--- config.mk ---
export PLATFORM = sky130hd
export DESIGN_NAME = stable_angle_run_detector_flat
export DESIGN_NICKNAME = d
export VERILOG_FILES = /design/src/rtl/core/sard_pkg.sv /design/src/rtl/core/sard_if.sv /design/src/rtl/core/sard_diff.sv /design/src/rtl/core/sard_run.sv /design/src/rtl/core/stable_angle_run_detector.sv /design/src/flat_wrapper.sv
export SDC_FILE = /design/constraint.sdc
export NUM_CORES = 1
export LEC_CHECK = 0
export ABC_AREA = 0
export BUFFER_PORTS_ARGS = -buffer_cell sky130_fd_sc_hd__buf_2
export CAP_MARGIN = 40
export CORE_MARGIN = 2
export CORE_UTILIZATION = 38
export CTS_BUF_LIST = sky130_fd_sc_hd__clkbuf_2 sky130_fd_sc_hd__clkbuf_4 sky130_fd_sc_hd__clkbuf_8
export DETAILED_ROUTE_END_ITERATION = 16
export PLACE_DENSITY = 0.59
export SYNTH_ARGS = -nofsm -noshare
export SYNTH_HDL_FRONTEND = slang
export SYNTH_HIERARCHICAL = 1
export SYNTH_SLANG_ARGS = --single-unit
--- constraint.sdc ---
create_clock -name clk -period 15.6 [get_ports clk]
set_input_delay 3.12 -clock clk [delete_from_list [all_inputs] [get_ports clk]]
set_output_delay 3.12 -clock clk [all_outputs]
set_load 0.01 [all_outputs]
--- src/rtl/core/sard_pkg.sv ---
// Shared constants and types for the stable angle run detector.
// No dependencies; every other file of the block refers to this package.
package sard_pkg;

  // Longest sequence that the sample counter tracks before it saturates
  localparam int MAX_SAMPLES = 65536;

  // Field widths
  localparam int ANGLE_W  = 19;
  localparam int FRAMES_W = 16;
  localparam int RUN_W    = 17;
  localparam int D1_W     = ANGLE_W + 1;
  localparam int D2_W     = ANGLE_W + 2;
  localparam int IDX_W    = $clog2(MAX_SAMPLES) + 1;

  // Configuration port
  localparam int CFG_IDX_W  = 2;
  localparam int CFG_DATA_W = ANGLE_W;

  localparam logic [CFG_IDX_W-1:0] REG_MIN_FRAMES = CFG_IDX_W'(0);
  localparam logic [CFG_IDX_W-1:0] REG_MIN_ANGLE  = CFG_IDX_W'(1);

  localparam logic [FRAMES_W-1:0] MIN_FRAMES_RST = FRAMES_W'(0);
  localparam logic [ANGLE_W-1:0]  MIN_ANGLE_RST  = ANGLE_W'(66);

  // Classification of one accepted sample, from the difference stage
  typedef struct packed {
    logic accept;
    logic stable;
    logic final_sample;
  } cls_t;

endpackage

--- src/rtl/core/sard_if.sv ---
// Handshake channel interfaces: sample input, run result and register write.
// Depends on sard_pkg for field widths.
interface sard_in_if;
  logic                        valid;
  logic                        ready;
  logic [sard_pkg::ANGLE_W-1:0] angle;
  logic                        final_sample;

  modport source (output valid, output angle, output final_sample, input ready);
  modport sink   (input valid, input angle, input final_sample, output ready);
endinterface

interface sard_out_if;
  logic                      valid;
  logic                      ready;
  logic [sard_pkg::RUN_W-1:0] run_start;
  logic [sard_pkg::RUN_W-1:0] run_end;

  modport source (output valid, output run_start, output run_end, input ready);
  modport sink   (input valid, input run_start, input run_end, output ready);
endinterface

interface sard_cfg_if;
  logic                           valid;
  logic                           ready;
  logic [sard_pkg::CFG_IDX_W-1:0]  index;
  logic [sard_pkg::CFG_DATA_W-1:0] data;

  modport source (output valid, output index, output data, input ready);
  modport sink   (input valid, input index, input data, output ready);
endinterface

--- src/rtl/core/sard_diff.sv ---
// Difference stage: first and second difference of the angle stream and the
// stability compare against the tolerance. Depends on sard_pkg.
module sard_diff (
  input  logic                         clk,
  input  logic                         rst_n,
  input  logic                         accept,
  input  logic [sard_pkg::ANGLE_W-1:0] angle,
  input  logic                         final_sample,
  input  logic [sard_pkg::ANGLE_W-1:0] min_angle,
  output sard_pkg::cls_t               cls
);

  logic        [sard_pkg::ANGLE_W-1:0] prev_angle_r;
  logic signed [sard_pkg::D1_W-1:0]    prev_d1_r;
  logic signed [sard_pkg::D1_W-1:0]    d1;
  logic signed [sard_pkg::D2_W-1:0]    d2;
  logic signed [sard_pkg::D2_W-1:0]    tol;
  logic signed [sard_pkg::D2_W-1:0]    neg_tol;

  // Form the differences; both fit their widths exactly
  assign d1      = {1'b0, angle} - {1'b0, prev_angle_r};
  assign d2      = {d1[sard_pkg::D1_W-1], d1} - {prev_d1_r[sard_pkg::D1_W-1], prev_d1_r};
  assign tol     = {2'b00, min_angle};
  assign neg_tol = -tol;

  // Classify the sample
  assign cls.accept       = accept;
  assign cls.stable       = (d2 > neg_tol) && (d2 < tol);
  assign cls.final_sample = final_sample;

  // Hold the history; drop it after the last sample of a sequence
  always_ff @(posedge clk) begin
    if (!rst_n) begin
      prev_angle_r <= '0;
      prev_d1_r    <= '0;
    end else if (accept) begin
      if (final_sample) begin
        prev_angle_r <= '0;
        prev_d1_r    <= '0;
      end else begin
        prev_angle_r <= angle;
        prev_d1_r    <= d1;
      end
    end
  end

endmodule

--- src/rtl/core/sard_run.sv ---
// Run tracker: sample counter, open-run state, length check and the result
// register that feeds the output channel. Depends on sard_pkg.
module sard_run (
  input  logic                          clk,
  input  logic                          rst_n,
  input  sard_pkg::cls_t                cls,
  input  logic [sard_pkg::FRAMES_W-1:0] min_frames,
  input  logic                          out_ready,
  output logic                          in_ready,
  output logic                          out_valid,
  output logic [sard_pkg::RUN_W-1:0]    run_start,
  output logic [sard_pkg::RUN_W-1:0]    run_end
);

  localparam logic [sard_pkg::IDX_W-1:0] IDX_LAST = sard_pkg::IDX_W'(sard_pkg::MAX_SAMPLES - 1);

  logic [sard_pkg::IDX_W-1:0] idx_r, idx_nxt;
  logic                       in_run_r, in_run_nxt;
  logic [sard_pkg::IDX_W-1:0] start_r, start_nxt;
  logic                       out_valid_r, out_valid_nxt;
  logic [sard_pkg::RUN_W-1:0] run_start_r, run_end_r;

  logic [sard_pkg::IDX_W-1:0] close_start;
  logic [sard_pkg::IDX_W-1:0] close_end;
  logic [sard_pkg::IDX_W-1:0] run_len;
  logic                       closing;
  logic                       emit;

  // Accept while the result register is free or is being drained
  assign in_ready = !out_valid_r || out_ready;

  // Pick the run that closes with this sample, if any
  always_comb begin
    start_nxt   = (cls.stable && !in_run_r) ? idx_r : start_r;
    close_start = start_nxt;
    close_end   = idx_r + sard_pkg::IDX_W'(1);
    closing     = 1'b0;
    if (!cls.stable && in_run_r) begin
      close_start = start_r;
      close_end   = idx_r;
      closing     = 1'b1;
    end else if (cls.stable && cls.final_sample) begin
      closing     = 1'b1;
    end
    run_len = close_end - close_start;
    emit    = cls.accept && closing &&
              (run_len > sard_pkg::IDX_W'(min_frames));
  end

  // Advance the counter and run state on each transfer
  always_comb begin
    idx_nxt    = idx_r;
    in_run_nxt = in_run_r;
    if (cls.accept) begin
      if (cls.final_sample) begin
        idx_nxt    = '0;
        in_run_nxt = 1'b0;
      end else begin
        in_run_nxt = cls.stable;
        if (idx_r < IDX_LAST) begin
          idx_nxt = idx_r + sard_pkg::IDX_W'(1);
        end
      end
    end
    out_valid_nxt = emit || (out_valid_r && !out_ready);
  end

  always_ff @(posedge clk) begin
    if (!rst_n) begin
      idx_r       <= '0;
      in_run_r    <= 1'b0;
      start_r     <= '0;
      out_valid_r <= 1'b0;
    end else begin
      idx_r       <= idx_nxt;
      in_run_r    <= in_run_nxt;
      out_valid_r <= out_valid_nxt;
      if (cls.accept) begin
        start_r <= cls.final_sample ? '0 : start_nxt;
      end
    end
  end

  // Load the result register
  always_ff @(posedge clk) begin
    if (emit) begin
      run_start_r <= sard_pkg::RUN_W'(close_start);
      run_end_r   <= sard_pkg::RUN_W'(close_end);
    end
  end

  assign out_valid = out_valid_r;
  assign run_start = run_start_r;
  assign run_end   = run_end_r;

  // A reported run is never empty
  a_run_nonempty: assert property (@(posedge clk) disable iff (!rst_n)
    out_valid_r |-> (run_end_r > run_start_r))
    else $error("reported run has end not after start");

  // Counter saturates below the sequence limit
  a_idx_sat: assert property (@(posedge clk) disable iff (!rst_n)
    idx_r <= IDX_LAST)
    else $error("sample counter past its limit");

  // An open run starts no later than the current sample
  a_start_order: assert property (@(posedge clk) disable iff (!rst_n)
    in_run_r |-> (start_r <= idx_r))
    else $error("open run starts after current sample");

  // The last sample of a sequence leaves a clean state
  a_final_clear: assert property (@(posedge clk) disable iff (!rst_n)
    (cls.accept && cls.final_sample) |=> (idx_r == '0 && !in_run_r))
    else $error("sequence state not cleared after last sample");

  // A result is only loaded when the register is free or draining
  a_no_overwrite: assert property (@(posedge clk) disable iff (!rst_n)
    (out_valid_r && !out_ready) |-> !cls.accept)
    else $error("transfer accepted while result register is stalled");

endmodule

--- src/rtl/core/stable_angle_run_detector.sv ---
// Top level of the stable angle run detector: register file, difference
// stage and run tracker. Depends on sard_pkg, sard_if, sard_diff, sard_run.
//
//   channel   dir  payload                    transfer
//   in_ch     in   angle[18:0], final_sample  valid & ready
//   out_ch    out  run_start[16:0], run_end   valid & ready
//   cfg_ch    in   index[1:0], data[18:0]     valid & ready (ready always high)
//
// One sample per cycle while in_ch.ready is high; a result appears in the result
// register in the cycle after the sample that closes the run, through the single
// register stage between the sample transfer and the output channel.
// in_ch.ready drops only while a result waits and out_ch.ready is low.
// Reset is synchronous, active low: sequence state cleared, min_frames = 0,
// min_angle = 66.
module stable_angle_run_detector (
  input  logic clk,
  input  logic rst_n,
  sard_in_if.sink    in_ch,
  sard_out_if.source out_ch,
  sard_cfg_if.sink   cfg_ch
);

  logic [sard_pkg::FRAMES_W-1:0] min_frames_r;
  logic [sard_pkg::ANGLE_W-1:0]  min_angle_r;
  logic                          in_ready;
  logic                          in_accept;
  sard_pkg::cls_t                cls;

  assign cfg_ch.ready = 1'b1;

  // Write the configuration registers; unknown indexes are ignored
  always_ff @(posedge clk) begin
    if (!rst_n) begin
      min_frames_r <= sard_pkg::MIN_FRAMES_RST;
      min_angle_r  <= sard_pkg::MIN_ANGLE_RST;
    end else if (cfg_ch.valid) begin
      unique case (cfg_ch.index)
        sard_pkg::REG_MIN_FRAMES: min_frames_r <= cfg_ch.data[sard_pkg::FRAMES_W-1:0];
        sard_pkg::REG_MIN_ANGLE:  min_angle_r  <= cfg_ch.data[sard_pkg::ANGLE_W-1:0];
        default: ;
      endcase
    end
  end

  assign in_ch.ready = in_ready;
  assign in_accept   = in_ch.valid && in_ready;

  sard_diff u_diff (
    .clk          (clk),
    .rst_n        (rst_n),
    .accept       (in_accept),
    .angle        (in_ch.angle),
    .final_sample (in_ch.final_sample),
    .min_angle    (min_angle_r),
    .cls          (cls)
  );

  sard_run u_run (
    .clk        (clk),
    .rst_n      (rst_n),
    .cls        (cls),
    .min_frames (min_frames_r),
    .out_ready  (out_ch.ready),
    .in_ready   (in_ready),
    .out_valid  (out_ch.valid),
    .run_start  (out_ch.run_start),
    .run_end    (out_ch.run_end)
  );

endmodule
--- src/flat_wrapper.sv ---
// flat-port wrapper written by rule: the top's interface ports become plain ports
module stable_angle_run_detector_flat 
  (clk, rst_n, in_ch_valid, in_ch_angle, in_ch_final_sample, in_ch_ready, out_ch_valid, out_ch_run_start, out_ch_run_end, out_ch_ready, cfg_ch_valid, cfg_ch_index, cfg_ch_data, cfg_ch_ready);
  sard_in_if in_ch_i ();
  sard_out_if out_ch_i ();
  sard_cfg_if cfg_ch_i ();
  input  logic clk;
  input  logic rst_n;
  input wire logic [$bits(in_ch_i.valid)-1:0] in_ch_valid;
  input wire logic [$bits(in_ch_i.angle)-1:0] in_ch_angle;
  input wire logic [$bits(in_ch_i.final_sample)-1:0] in_ch_final_sample;
  output wire logic [$bits(in_ch_i.ready)-1:0] in_ch_ready;
  output wire logic [$bits(out_ch_i.valid)-1:0] out_ch_valid;
  output wire logic [$bits(out_ch_i.run_start)-1:0] out_ch_run_start;
  output wire logic [$bits(out_ch_i.run_end)-1:0] out_ch_run_end;
  input wire logic [$bits(out_ch_i.ready)-1:0] out_ch_ready;
  input wire logic [$bits(cfg_ch_i.valid)-1:0] cfg_ch_valid;
  input wire logic [$bits(cfg_ch_i.index)-1:0] cfg_ch_index;
  input wire logic [$bits(cfg_ch_i.data)-1:0] cfg_ch_data;
  output wire logic [$bits(cfg_ch_i.ready)-1:0] cfg_ch_ready;
  assign in_ch_i.valid = in_ch_valid;
  assign in_ch_i.angle = in_ch_angle;
  assign in_ch_i.final_sample = in_ch_final_sample;
  assign in_ch_ready = in_ch_i.ready;
  assign out_ch_valid = out_ch_i.valid;
  assign out_ch_run_start = out_ch_i.run_start;
  assign out_ch_run_end = out_ch_i.run_end;
  assign out_ch_i.ready = out_ch_ready;
  assign cfg_ch_i.valid = cfg_ch_valid;
  assign cfg_ch_i.index = cfg_ch_index;
  assign cfg_ch_i.data = cfg_ch_data;
  assign cfg_ch_ready = cfg_ch_i.ready;
  stable_angle_run_detector u_core (.clk(clk), .rst_n(rst_n), .in_ch(in_ch_i), .out_ch(out_ch_i), .cfg_ch(cfg_ch_i));
endmodule
* After elaboration in Yosys (flattened, before gate mapping) *
Index checks and enable logic that the tools add are counted.

storage, ports and cells
  bits in registers = 144
  input port bits = 46

operators by class
  add/subtract/negate cells = 5
  magnitude comparators = 4
  equality and inequality tests = 1
  multiplexer cells = 11
  reductions and logical operators = 19

operators with widths
  operator                                                                        number
  17-bit 2-to-1 mux                                                               6
  21-bit greater-than comparator                                                  1
  21-bit by 20-bit less-than comparator with 1-bit output                         1
  19-bit negator with 21-bit output                                               1
  20-bit by 20-bit subtractor with 21-bit output                                  1
  20-bit 2-to-1 mux                                                               1
  19-bit by 19-bit subtractor with 20-bit output                                  1
  19-bit 2-to-1 mux                                                               1
  17-bit by 1-bit adder with 17-bit output, second input constant                 1
  17-bit by 16-bit greater-than comparator with 1-bit output                      1
  17-bit by 16-bit less-than comparator with 1-bit output, second input constant  1
  17-bit subtractor                                                               1
  1-bit logical AND                                                               8
  2-bit AND reduction                                                             3
  1-bit logical NOT                                                               4
  1-bit 2-to-1 mux                                                                3
  2-bit by 1-bit == test with 1-bit output, second input constant                 1
  2-bit logical NOT                                                               1
  1-bit logical OR                                                                2
  2-bit nonzero test                                                              1

* Depth between registers and ports, before layout *
Gate-level depths: netlist (run 1).

  depth after elaboration = 11
  mapped depth = 56
  gate-level depth less buffers = 52

* Hierarchy *
The synthesis (run 1) kept the hierarchy.

modules (own cells, without submodules)
  module                     times used  cells each  area each (um2)  sequential area each (um2)
  sard_run                   1           557         4,848.4          1,741.7
  sard_diff                  1           609         4,685.7          780.7
  stable_angle_run_detector  1           142         1,388.8          700.7

* Worst setup path before layout (run 1) *
No wires, ideal clock.

  kind = input -> register
  start point = in in_ch_angle[0]
  end point = reg u_core.u_run.run_end_r, in the netlist u_core/u_run/run_end[0] (enable)
  data arrival time = 14.730 ns
  required time = 15.132 ns
  path slack = 0.403 ns
  stages on the path = 55
  path buffers = 4
  cell sequence = inv_1 > ha_1 > inv_1 > fa_1 > a21o_1 > a21oi_1 > o21bai_1 > a21oi_1 > o21bai_1 > a21oi_1 > xnor2_1 > ha_1 > a21o_1 > a311oi_1 > inv_1 > a21oi_1 > o21bai_1 > a21oi_1 > (+19 left out) > inv_1 > fa_1 > and2_1 > o2111a_1 > nor4_1 > o31ai_2 > and4_1 > o21bai_1 > nand2_1 > xnor2_1 > ha_1 > nand4_1 > o21ai_0 > a21oi_1 > a211o_1 > nand2b_1 > nor3_1 > nor3_1

RTL lines
  item                  RTL line            RTL
  start, declared       flat_wrapper.sv:10  input wire logic [$bits(in_ch_i.angle)-1:0] in_ch_angle;
  end signal, assigned  sard_run.sv:88      run_end_r <= sard_pkg::RUN_W'(close_end);
  end, declared         sard_run.sv:21      logic [sard_pkg::RUN_W-1:0] run_start_r, run_end_r;

==> results of run 1 <==
worst register-to-register path, delay by kind of cell, from the launching register on:
kind	cells	cell delay, ns
AOI/OAI and AO/OA	23	5.07
buffers and inverters	4	0.49
adders and majority gates	7	1.98
xor gates and xnor gates	3	0.52
DFF	1	0.34
and+or+nand+nor	13	2.80
Yosys cell counts, types with 5 or more instances:
cell,instances,area [um^2]
nor2b_1,21,131
nand2b_1,13,81.3
and4_1,7,61.3
mux2i_1,43,430
nor3_1,26,130
a21oi_1,64,320
inv_1,127,477
nand2_1,137,514
nand4_1,14,87.6
dfxtp_1,110,2200
nor4_1,11,68.8
and3_1,8,50.1
nand3b_1,7,52.6
o211ai_1,14,105
a211oi_1,9,67.6
xor2_1,34,298
buf_2,14,70.1
o21bai_1,5,37.5
edfxtp_1,34,1020
o22ai_1,13,81.3
xnor2_1,60,526
clkbuf_1,30,113
o21a_1,17,128
buf_4,8,60.1
nand3_1,23,115
and2_1,44,275
a31oi_1,23,144
nor2_1,90,338
a21o_1,27,203
a2bb2oi_1,9,78.8
ha_1,109,1360
o21ai_0,61,305
stage by stage:
step	utilization, %	hold WS (ns)
floorplan	-	0.435
global placement	40.7	0.446
CTS	42.2	0.462
global route	42.2	0.476
detailed placement	40.7	0.450
finish	42.2	0.460
logic make-up after synthesis:
kind of cell | Yosys count | share of synthesized area [%]
DFF | 144 | 29.5
other | 1 | 0.0343
and+or+nand+nor | 429 | 19.9
buffers and inverters | 187 | 7.22
xor gates and xnor gates | 97 | 8.11
adders and majority gates | 113 | 13.1
AOI/OAI and AO/OA | 293 | 18.0
muxes | 44 | 4.04
layout by cell type (no fill, tap or decap), types with 5 or more instances in the layout:
cell type  instances
a211oi_1           9
a21o_1            27
a21oi_1           64
a2bb2oi_1          9
a31oi_1           23
and2_1            43
and3_1             8
and4_1             7
buf_2             80
buf_4             10
clkbuf_8          17
dfxtp_1          110
edfxtp_1          34
ha_1             109
inv_1            127
mux2i_1           43
nand2_1          137
nand2b_1          13
nand3_1           23
nand3b_1           7
nand4_1           14
nor2_1            90
nor2b_1           20
nor3_1            25
nor4_1            11
o211ai_1          14
o21a_1            17
o21ai_0           61
o21bai_1           5
o22ai_1           13
xnor2_1           60
xor2_1            34
registers in the layout, indices dropped and copies added (netlist names):
register                    cells
u_core/u_diff/prev_d1_r        20
u_core/u_run/start_r           17
u_core/u_run/in_run_r           1
u_core/u_run/run_start         17
u_core/min_angle_r             19
u_core/u_diff/prev_angle_r     19
u_core/u_run/out_valid          1
u_core/u_run/run_end           17
u_core/u_run/idx_r             17
u_core/min_frames_r            16
per-layer routing:
metal / part of all wire (%) / vias up / global-route usage [%]
li1: - / 4688 / -
met1: 48 / 4260 / 23.9
met2: 46 / 181 / 30.3
met3: 3.9 / 31 / 2.61
met4: 2.1 / 0 / 6.53
met5: 0 / - / 0
layout make-up:
| cell class | instances | area, um^2 |
|---|---|---|
| clock buffers | 19 | 249 |
| clock inverters | 13 | 188 |
| fillers | 2869 | 16400 |
| inverters | 129 | 484 |
| multi-input cells | 977 | 6920 |
| flip-flops and latches | 144 | 3220 |
| well taps | 384 | 480 |
| repair buffers | 90 | 475 |
path summary, 6_finish.rpt:
kind / from / end / slack, ns
worst max-delay path: in_ch_angle[0] / u_core/u_run/run_end[16] / 1.67
worst min-delay path: u_core/min_frames_r[9] / u_core/min_frames_r[9] / 0.46
worst max register to register: u_core/u_diff/prev_angle_r[0] / u_core/u_run/run_end[16] / 4.13
worst min register to register: u_core/min_frames_r[9] / u_core/min_frames_r[9] / 0.46
power groups by stage:
stage          logic [W]  clock network, W  registers [W]
3_5_place_dp    0.000483                 0       0.000417
4_1_cts         0.000486          0.000342       0.000409
2_1_floorplan   0.000373                 0       0.000420
6_report        0.000486          0.000335       0.000409
5_1_grt         0.000546          0.000355       0.000411
3_3_place_gp    0.000475                 0       0.000417
==> flow_metrics.py, run 1 <==
metrics = {
    "drt": {
        "drtIter0Drc": 413,
        "wl_um": 27000,
        "drt-pass1-iter-count": 5,
        "drc": 0,
        "wire_per_inst_um": 15.4,
        "vias_per_cell": 5.22,
        "ant_nets": 0,
        "num_vias": 9160,
    },
    "outcome": {
        "status": "completed",
    },
    "worst_setup_path": {
        "cpPeakStageDelay_ns": 0.58,
        "r2r_cells": 50,
        "start_kind": "input pin",
        "crit_slowest_cell": "a211oi_2",
        "cp.depth": 52,
        "path_delay_family": "compound AO/OA/AOI/OAI gates",
        "arrival_ns": 14.11,
        "crit_buf_inv": 6,
        "crit_path_end_kind": "register",
        "cp.required_ns": 15.77,
        "path_max_fanout": 34,
        "critPathKind": "in -> reg",
        "cpMostUsedCell": "a21oi_1",
    },
    "power_and_ir_drop": {
        "seqPwrFrac_pct": 33.2,
        "internal_power_w": 0.000781,
        "finalPower_w": 0.00123,
        "switching_share_pct": 36.5,
        "comb_power_share_pct": 39.5,
        "p_leak_nw": 5.12,
        "p_sw_w": 0.000448,
        "p_per_area_nw_per_um2": 102,
        "clkPwrFrac_pct": 27.2,
        "vdd_drop_max_mv": 0.0627,
    },
    "die": {
        "num_rows": 62,
        "dieArea_um2": 30100,
        "initial_core_util_pct": 38.4,
        "io_pins": 83,
        "fp.dieH_um": 174,
        "design.core.area_um2": 28500,
        "die_x_um": 174,
    },
    "yosys": {
        "synthesis.nets": 1466,
        "syn-mean-instance-area_um2": 8.35,
        "synth_warnings": 6,
        "synth_seq_area_share_pct": 29.5,
        "async_flop_share_pct": 0,
        "ys_dominant_reg_cell": "dfxtp_1",
        "synth_edf_count": 34,
        "synth-seq-cells": 144,
        "syn_inst": 1308,
        "yosysUniqueCellTypes": 89,
        "synthesis.area_um2": 10900,
    },
    "clock_network": {
        "clockRootBuffer": "clkbuf_8",
        "cts_setup_buffers": 0,
        "tritoncts": "built",
        "clk_latency_ns": 0.48,
        "htree_levels": 4,
        "ctsResizeCount": 0,
        "cts_buffers": 17,
        "holdBufCountCts": 0,
        "cts.clk_slew.worst_paths_ns": 0.08,
        "clockBufferDepth": 2,
        "clock-sinks": 144,
    },
    "layout": {
        "syn_to_final_growth_pct": 10.0,
        "design_area_um2": 12000,
        "drive_gt1_share_pct": 10.8,
        "final_cells": 1756,
        "antennaDiodeCount": 0,
        "fin_nets": 1517,
    },
    "sta": {
        "fin_tns_setup_ns": 0,
        "skew_ns": 0.0227,
        "hold_viol": 0,
        "worst_pin_slew_ns": 0.675,
        "finalCriticalPeriod_ns": 13.93,
        "fmax_mhz": 71.8,
        "setup_viol": 0,
        "setup_slack_ns": 1.67,
        "period_share_pct": 89.3,
        "slew_viol_final": 0,
        "rsz0062_at_grt": "no",
        "maxSlewHeadroom_pct": 55.0,
    },
    "place": {
        "hpwl_um": 20100,
        "place_congestion": 0.871,
        "dp.cells": 1724,
        "placedInstanceArea_um2": 11600,
        "place_ws_ns": 1.24,
        "port_buffers": 81,
    },
    "global_route": {
        "grt_pass1_vias": 8833,
        "antenna_found_initial": 0,
        "grt_util_all_layers_pct": 18.1,
        "grt_pass1_wl_um": 44200,
        "grt_max_degree": 64,
        "grt-ovfl-total": 0,
    },
    "worst_hold_path": {
        "min_delay_path_depth": 2,
        "hold_path_class": "reg -> reg",
    },
    "run": {
        "drv_cap": 0,
    },
}
(Power assumes the default switching activity.)
==> run 2, diff against run 1 <==
--- a/config.mk
+++ b/config.mk
@@ -10,7 +10,7 @@
 export CAP_MARGIN = 40
 export CORE_MARGIN = 2
 export CORE_UTILIZATION = 38
-export CTS_BUF_LIST = sky130_fd_sc_hd__clkbuf_2 sky130_fd_sc_hd__clkbuf_4 sky130_fd_sc_hd__clkbuf_8
+export CTS_BUF_LIST = sky130_fd_sc_hd__clkbuf_8
 export DETAILED_ROUTE_END_ITERATION = 16
 export PLACE_DENSITY = 0.59
 export SYNTH_ARGS = -nofsm -noshare
==> flow_metrics.py, run 2 (synthesis gave the netlist of run 1 again) <==
metrics = {
    "die": {
        "design.core.area_um2": 28500,
        "die_x_um": 174,
        "fp.dieH_um": 174,
        "num_rows": 62,
        "dieArea_um2": 30100,
        "initial_core_util_pct": 38.4,
        "io_pins": 83,
    },
    "sta": {
        "maxSlewHeadroom_pct": 55.4,
        "period_share_pct": 89.3,
        "fin_tns_setup_ns": 0,
        "setup_viol": 0,
        "slew_viol_final": 0,
        "hold_viol": 0,
        "rsz0062_at_grt": "no",
        "fmax_mhz": 71.8,
        "finalCriticalPeriod_ns": 13.94,
        "skew_ns": 0.0226,
        "worst_pin_slew_ns": 0.669,
    },
    "global_route": {
        "grt_max_degree": 64,
        "grt_util_all_layers_pct": 18.1,
        "grt_pass1_wl_um": 44200,
        "antenna_found_initial": 0,
        "grt-ovfl-total": 0,
        "grt_pass1_vias": 8839,
    },
    "worst_setup_path": {
        "crit_slowest_cell": "a211oi_2",
        "r2r_start": "u_core/u_diff/prev_angle_r[0]",
        "rrSetupSlack_ns": 4.12,
        "rr_endpoint": "u_core/u_run/run_end[16]",
        "r2r_cells": 50,
        "start_kind": "input pin",
        "cpPeakStageDelay_ns": 0.58,
        "crit_path_start": "in_ch_angle[0]",
        "cp.required_ns": 15.78,
        "critPathKind": "in -> reg",
        "path_max_fanout": 34,
        "crit_path_end_kind": "register",
        "cpMostUsedCell": "a21oi_1",
        "arrival_ns": 14.11,
        "critPathCapture": "u_core/u_run/run_end[16]",
    },
    "drt": {
        "drc": 0,
        "num_vias": 9176,
        "wire_per_inst_um": 15.3,
        "ant_nets": 0,
        "dr_wl_met3_um": 996,
        "top_layer_used": "met4",
        "wl_um": 26900,
        "wl_met1_um": 12900,
        "met2_length_um": 12400,
        "drt-pass1-iter-count": 5,
        "vias_per_cell": 5.23,
        "drtIter0Drc": 422,
    },
    "layout": {
        "largest_reg_flops": 20,
        "drive_gt1_share_pct": 10.6,
        "multi_input_area_um2": 6920,
        "syn_to_final_growth_pct": 9.98,
        "regMostFlops": "u_core/u_diff/prev_d1_r",
        "final_cell_mix": "nand2_1, inv_1, dfxtp_1, ha_1, nor2_1",
        "fin_nets": 1517,
        "antennaDiodeCount": 0,
        "regArea_um2": 3220,
        "layout_commonest_cell": "nand2_1",
        "n_fill_cell": 2871,
        "top_regs": "u_core/u_diff/prev_d1_r x20, u_core/min_angle_r x19, u_core/u_diff/prev_angle_r x19",
        "design_area_um2": 12000,
    },
    "outcome": {
        "status": "completed",
    },
    "clock_network": {
        "clockRootBuffer": "clkbuf_8",
        "htree_levels": 4,
        "clock-sinks": 144,
        "holdBufCountCts": 0,
        "cts.clk_slew.worst_paths_ns": 0.08,
        "cts_setup_buffers": 0,
        "cts_buffers": 17,
        "clockBufferDepth": 2,
        "ctsResizeCount": 0,
        "tritoncts": "built",
        "clk_latency_ns": 0.49,
    },
    "place": {
        "port_buffers": 81,
        "placedInstanceArea_um2": 11600,
        "hpwl_um": 20100,
        "place_congestion": 0.871,
    },
    "run": {
        "drv_cap": 0,
    },
    "power_and_ir_drop": {
        "p_per_area_nw_per_um2": 102,
        "vdd_drop_max_mv": 0.0637,
        "p_leak_nw": 5.12,
    },
    "worst_hold_path": {
        "hold_path_class": "reg -> reg",
        "min_delay_path_depth": 2,
    },
}
run 2: cell count changes in the layout (fill, tap and decap cells not counted):
cell      change
clkbuf_4      -2
inv_1         +2
run 2: report_power, final:
part,switching (W),internal [W]
Combinational,0.000284,0.000202
Clock,0.000157,0.000173
Sequential,0.00000804,0.000400
run 2: critical path, delay by kind of cell:
family | cells | cell delay (ns)
AO/OA/AOI/OAI | 23 | 5.07
AND/OR/NAND/NOR | 13 | 2.80
adder cells (fa/ha/maj) | 7 | 1.97
buffers and inverters | 6 | 0.64
XOR/XNOR | 3 | 0.52
run 2: worst min path at each step:
| stage | start | end | slack (ns) |
|---|---|---|---|
| after CTS | u_core/min_frames_r[8] | u_core/min_frames_r[8] | 0.46 |
| after detailed placement | u_core/min_frames_r[9] | u_core/min_frames_r[9] | 0.45 |
| after global routing | u_core/min_frames_r[3] | u_core/min_frames_r[3] | 0.48 |
| after global placement | u_core/min_frames_r[11] | u_core/min_frames_r[11] | 0.45 |
| final | u_core/min_frames_r[9] | u_core/min_frames_r[9] | 0.46 |
| after floorplan | u_core/min_angle_r[12] | u_core/min_angle_r[12] | 0.43 |
run 2: per-stage QoR:
step | hold slack [ns] | worst slack (ns) | utilization, % | std cells | total power [W]
2_1_floorplan | 0.435 | 0.403 | - | 1308 | 0.000793
4_1_cts | 0.462 | 1.74 | 42.2 | 1756 | 0.00123
5_1_grt | 0.476 | 0.717 | 42.2 | 1756 | 0.00131
3_3_place_gp | 0.446 | 1.63 | 40.7 | 1723 | 0.000892
3_5_place_dp | 0.450 | 1.24 | 40.7 | 1724 | 0.000900
6_report | 0.460 | 1.66 | 42.2 | 1756 | 0.00122
run 2: layout make-up:
cell class                      instances  area share [%]
Clock buffer                           17            1.95
Clock inverter                         15            1.62
Inverter                              129            4.03
Multi-Input combinational cell        977            57.6
Sequential cell                       144            26.8
Tap cell                              384            4.00
Timing Repair Buffer                   90            3.96
run 2: layer usage:
layer / global-route usage [%] / vias to the layer above
met5: 0 / -
met4: 6.64 / 0
met3: 2.68 / 29
met2: 30.3 / 190
met1: 23.9 / 4266
li1: - / 4691
==> run 3, diff against run 2 <==
--- a/config.mk
+++ b/config.mk
@@ -9,10 +9,12 @@
 export BUFFER_PORTS_ARGS = -buffer_cell sky130_fd_sc_hd__buf_2
 export CAP_MARGIN = 40
 export CORE_MARGIN = 2
-export CORE_UTILIZATION = 38
+export CORE_UTILIZATION = 26
 export CTS_BUF_LIST = sky130_fd_sc_hd__clkbuf_8
+export CTS_CLUSTER_SIZE = 30
 export DETAILED_ROUTE_END_ITERATION = 16
-export PLACE_DENSITY = 0.59
+export PLACE_DENSITY = 0.44
+export RECOVER_POWER = 100
 export SYNTH_ARGS = -nofsm -noshare
 export SYNTH_HDL_FRONTEND = slang
 export SYNTH_HIERARCHICAL = 1
==> flow_metrics.py, run 3 (synthesis gave the netlist of run 1 again) <==
metrics = {
    "place": {
        "hpwl_um": 22700,
        "place_congestion": 0.802,
        "port_buffers": 81,
        "place_ws_ns": 1.26,
    },
    "die": {
        "io_pins": 83,
        "design.core.area_um2": 41700,
        "initial_core_util_pct": 26.2,
        "fp.dieH_um": 209,
        "die_x_um": 209,
        "dieArea_um2": 43700,
        "num_rows": 75,
    },
    "power_and_ir_drop": {
        "p_leak_nw": 4.95,
        "p_per_area_nw_per_um2": 99.7,
        "vdd_drop_max_mv": 0.0482,
        "p_sw_w": 0.000489,
        "seqPwrFrac_pct": 34.0,
        "internal_power_w": 0.000717,
        "comb_power_share_pct": 41.2,
        "switching_share_pct": 40.5,
        "clkPwrFrac_pct": 24.8,
    },
    "global_route": {
        "antenna_found_initial": 0,
        "grt_util_all_layers_pct": 14.3,
        "grt-ovfl-total": 0,
        "grt_max_degree": 64,
        "grt_pass1_vias": 8893,
        "grt_pass1_wl_um": 48700,
    },
    "sta": {
        "period_share_pct": 90.1,
        "setup_slack_ns": 1.54,
        "slew_viol_final": 119,
        "maxSlewHeadroom_pct": -65.4,
        "finalCriticalPeriod_ns": 14.06,
        "setup_viol": 0,
        "fmax_mhz": 71.1,
        "worst_pin_slew_ns": 2.48,
        "hold_viol": 0,
        "skew_ns": 0.0239,
        "rsz0062_at_grt": "no",
        "fin_tns_setup_ns": 0,
    },
    "worst_setup_path": {
        "crit_path_end_kind": "register",
        "critPathKind": "in -> reg",
        "crit_path_start": "in_ch_angle[0]",
        "arrival_ns": 14.24,
        "cp.required_ns": 15.78,
        "cpMostUsedCell": "a21oi_1",
        "cpPeakStageDelay_ns": 0.52,
        "r2r_start": "u_core/u_diff/prev_angle_r[0]",
        "path_max_fanout": 34,
        "crit_slowest_cell": "a311oi_1",
        "start_kind": "input pin",
    },
    "layout": {
        "antennaDiodeCount": 0,
        "top_regs": "u_core/u_diff/prev_d1_r x20, u_core/min_angle_r x19, u_core/u_diff/prev_angle_r x19",
        "drive_gt1_share_pct": 7.71,
        "layout_commonest_cell": "nand2_1",
        "syn_to_final_growth_pct": 10.6,
        "final_cell_mix": "nand2_1, inv_1, dfxtp_1, ha_1, nor2_1",
        "fin_nets": 1519,
        "largest_reg_flops": 20,
        "regMostFlops": "u_core/u_diff/prev_d1_r",
    },
    "drt": {
        "drt-pass1-iter-count": 5,
        "ant_nets": 0,
        "drc": 0,
        "wire_per_inst_um": 15.8,
        "vias_per_cell": 4.76,
        "wl_um": 30300,
        "num_vias": 9112,
        "drtIter0Drc": 482,
    },
    "clock_network": {
        "htree_levels": 4,
        "cts.clk_slew.worst_paths_ns": 0.08,
        "cts_setup_buffers": 0,
        "cts_buffers": 17,
        "clock-sinks": 144,
        "clockRootBuffer": "clkbuf_8",
        "ctsResizeCount": 0,
        "holdBufCountCts": 0,
        "clk_latency_ns": 0.55,
        "clockBufferDepth": 2,
        "tritoncts": "built",
    },
    "outcome": {
        "status": "finished with violations",
        "violations": "capacitance limit, slew limit",
    },
    "run": {
        "drv_cap": 2,
    },
    "worst_hold_path": {
        "hold_path_class": "reg -> reg",
        "min_from": "u_core/min_frames_r[7]",
    },
}
## run 3: changes by cell type in the layout (fill, tap and decap cells not counted), sizes merged
cell    previous run  this run
clkbuf            17        58
buf               90        51
clkinv             8         4
bufinv             4         0
inv              130       138
## run 3: stage by stage
stage | hold WS (ns) | area, um^2 | total power, W | util, % | instances
floorplan | 0.435 | 10900 | 0.000793 | - | 1308
global placement | 0.446 | 11800 | 0.000915 | 28.3 | 1880
detailed placement | 0.448 | 11800 | 0.000918 | 28.3 | 1881
CTS | 0.461 | 12200 | 0.00123 | 29.2 | 1913
global route | 0.484 | 12100 | 0.00130 | 29.0 | 1913
finish | 0.460 | 12100 | 0.00121 | 29.0 | 1913
## run 3: metal layers
layer | GRT usage (%) | share of wire, % | vias to the layer above
li1 | - | - | 4687
met1 | 19.6 | 51 | 4250
met2 | 22.5 | 45 | 144
met3 | 2.03 | 2.7 | 31
met4 | 5.86 | 1.8 | 0
met5 | 0 | 0 | -
## run 3: critical path, delay by kind of cell
kind	cells	cell delay, ns
xor gates and xnor gates	3	0.46
adders and majority gates	6	1.86
buffers and inverters	7	1.67
AOI/OAI and AO/OA	20	4.09
and+or+nand+nor	17	2.97
## run 3: path summary, 6_finish.rpt
kind | endpoint | slack (ns) | cells past startpoint
setup / recovery | u_core/u_run/run_end[0] | 1.54 | 53
hold / removal | u_core/min_frames_r[7] | 0.46 | 2
setup reg to reg | u_core/u_run/run_end[0] | 3.94 | 51
hold reg to reg | u_core/min_frames_r[7] | 0.46 | 2
## run 3: power groups by stage
stage	clock [W]	combinational, W	sequential (W)
4_1_cts	0.000316	0.000503	0.000410
2_1_floorplan	0	0.000373	0.000420
6_report	0.000299	0.000497	0.000410
3_5_place_dp	0	0.000501	0.000418
3_3_place_gp	0	0.000497	0.000418
5_1_grt	0.000325	0.000559	0.000412
## run 3: area by class of cell
cell class,count,area [um^2]
clock buffers,17,234
clock inverters,15,123
fillers,4506,29600
inverters,129,484
multi-input cells,977,6920
flip-flops and latches,144,3220
well taps,539,674
repair buffers,92,430
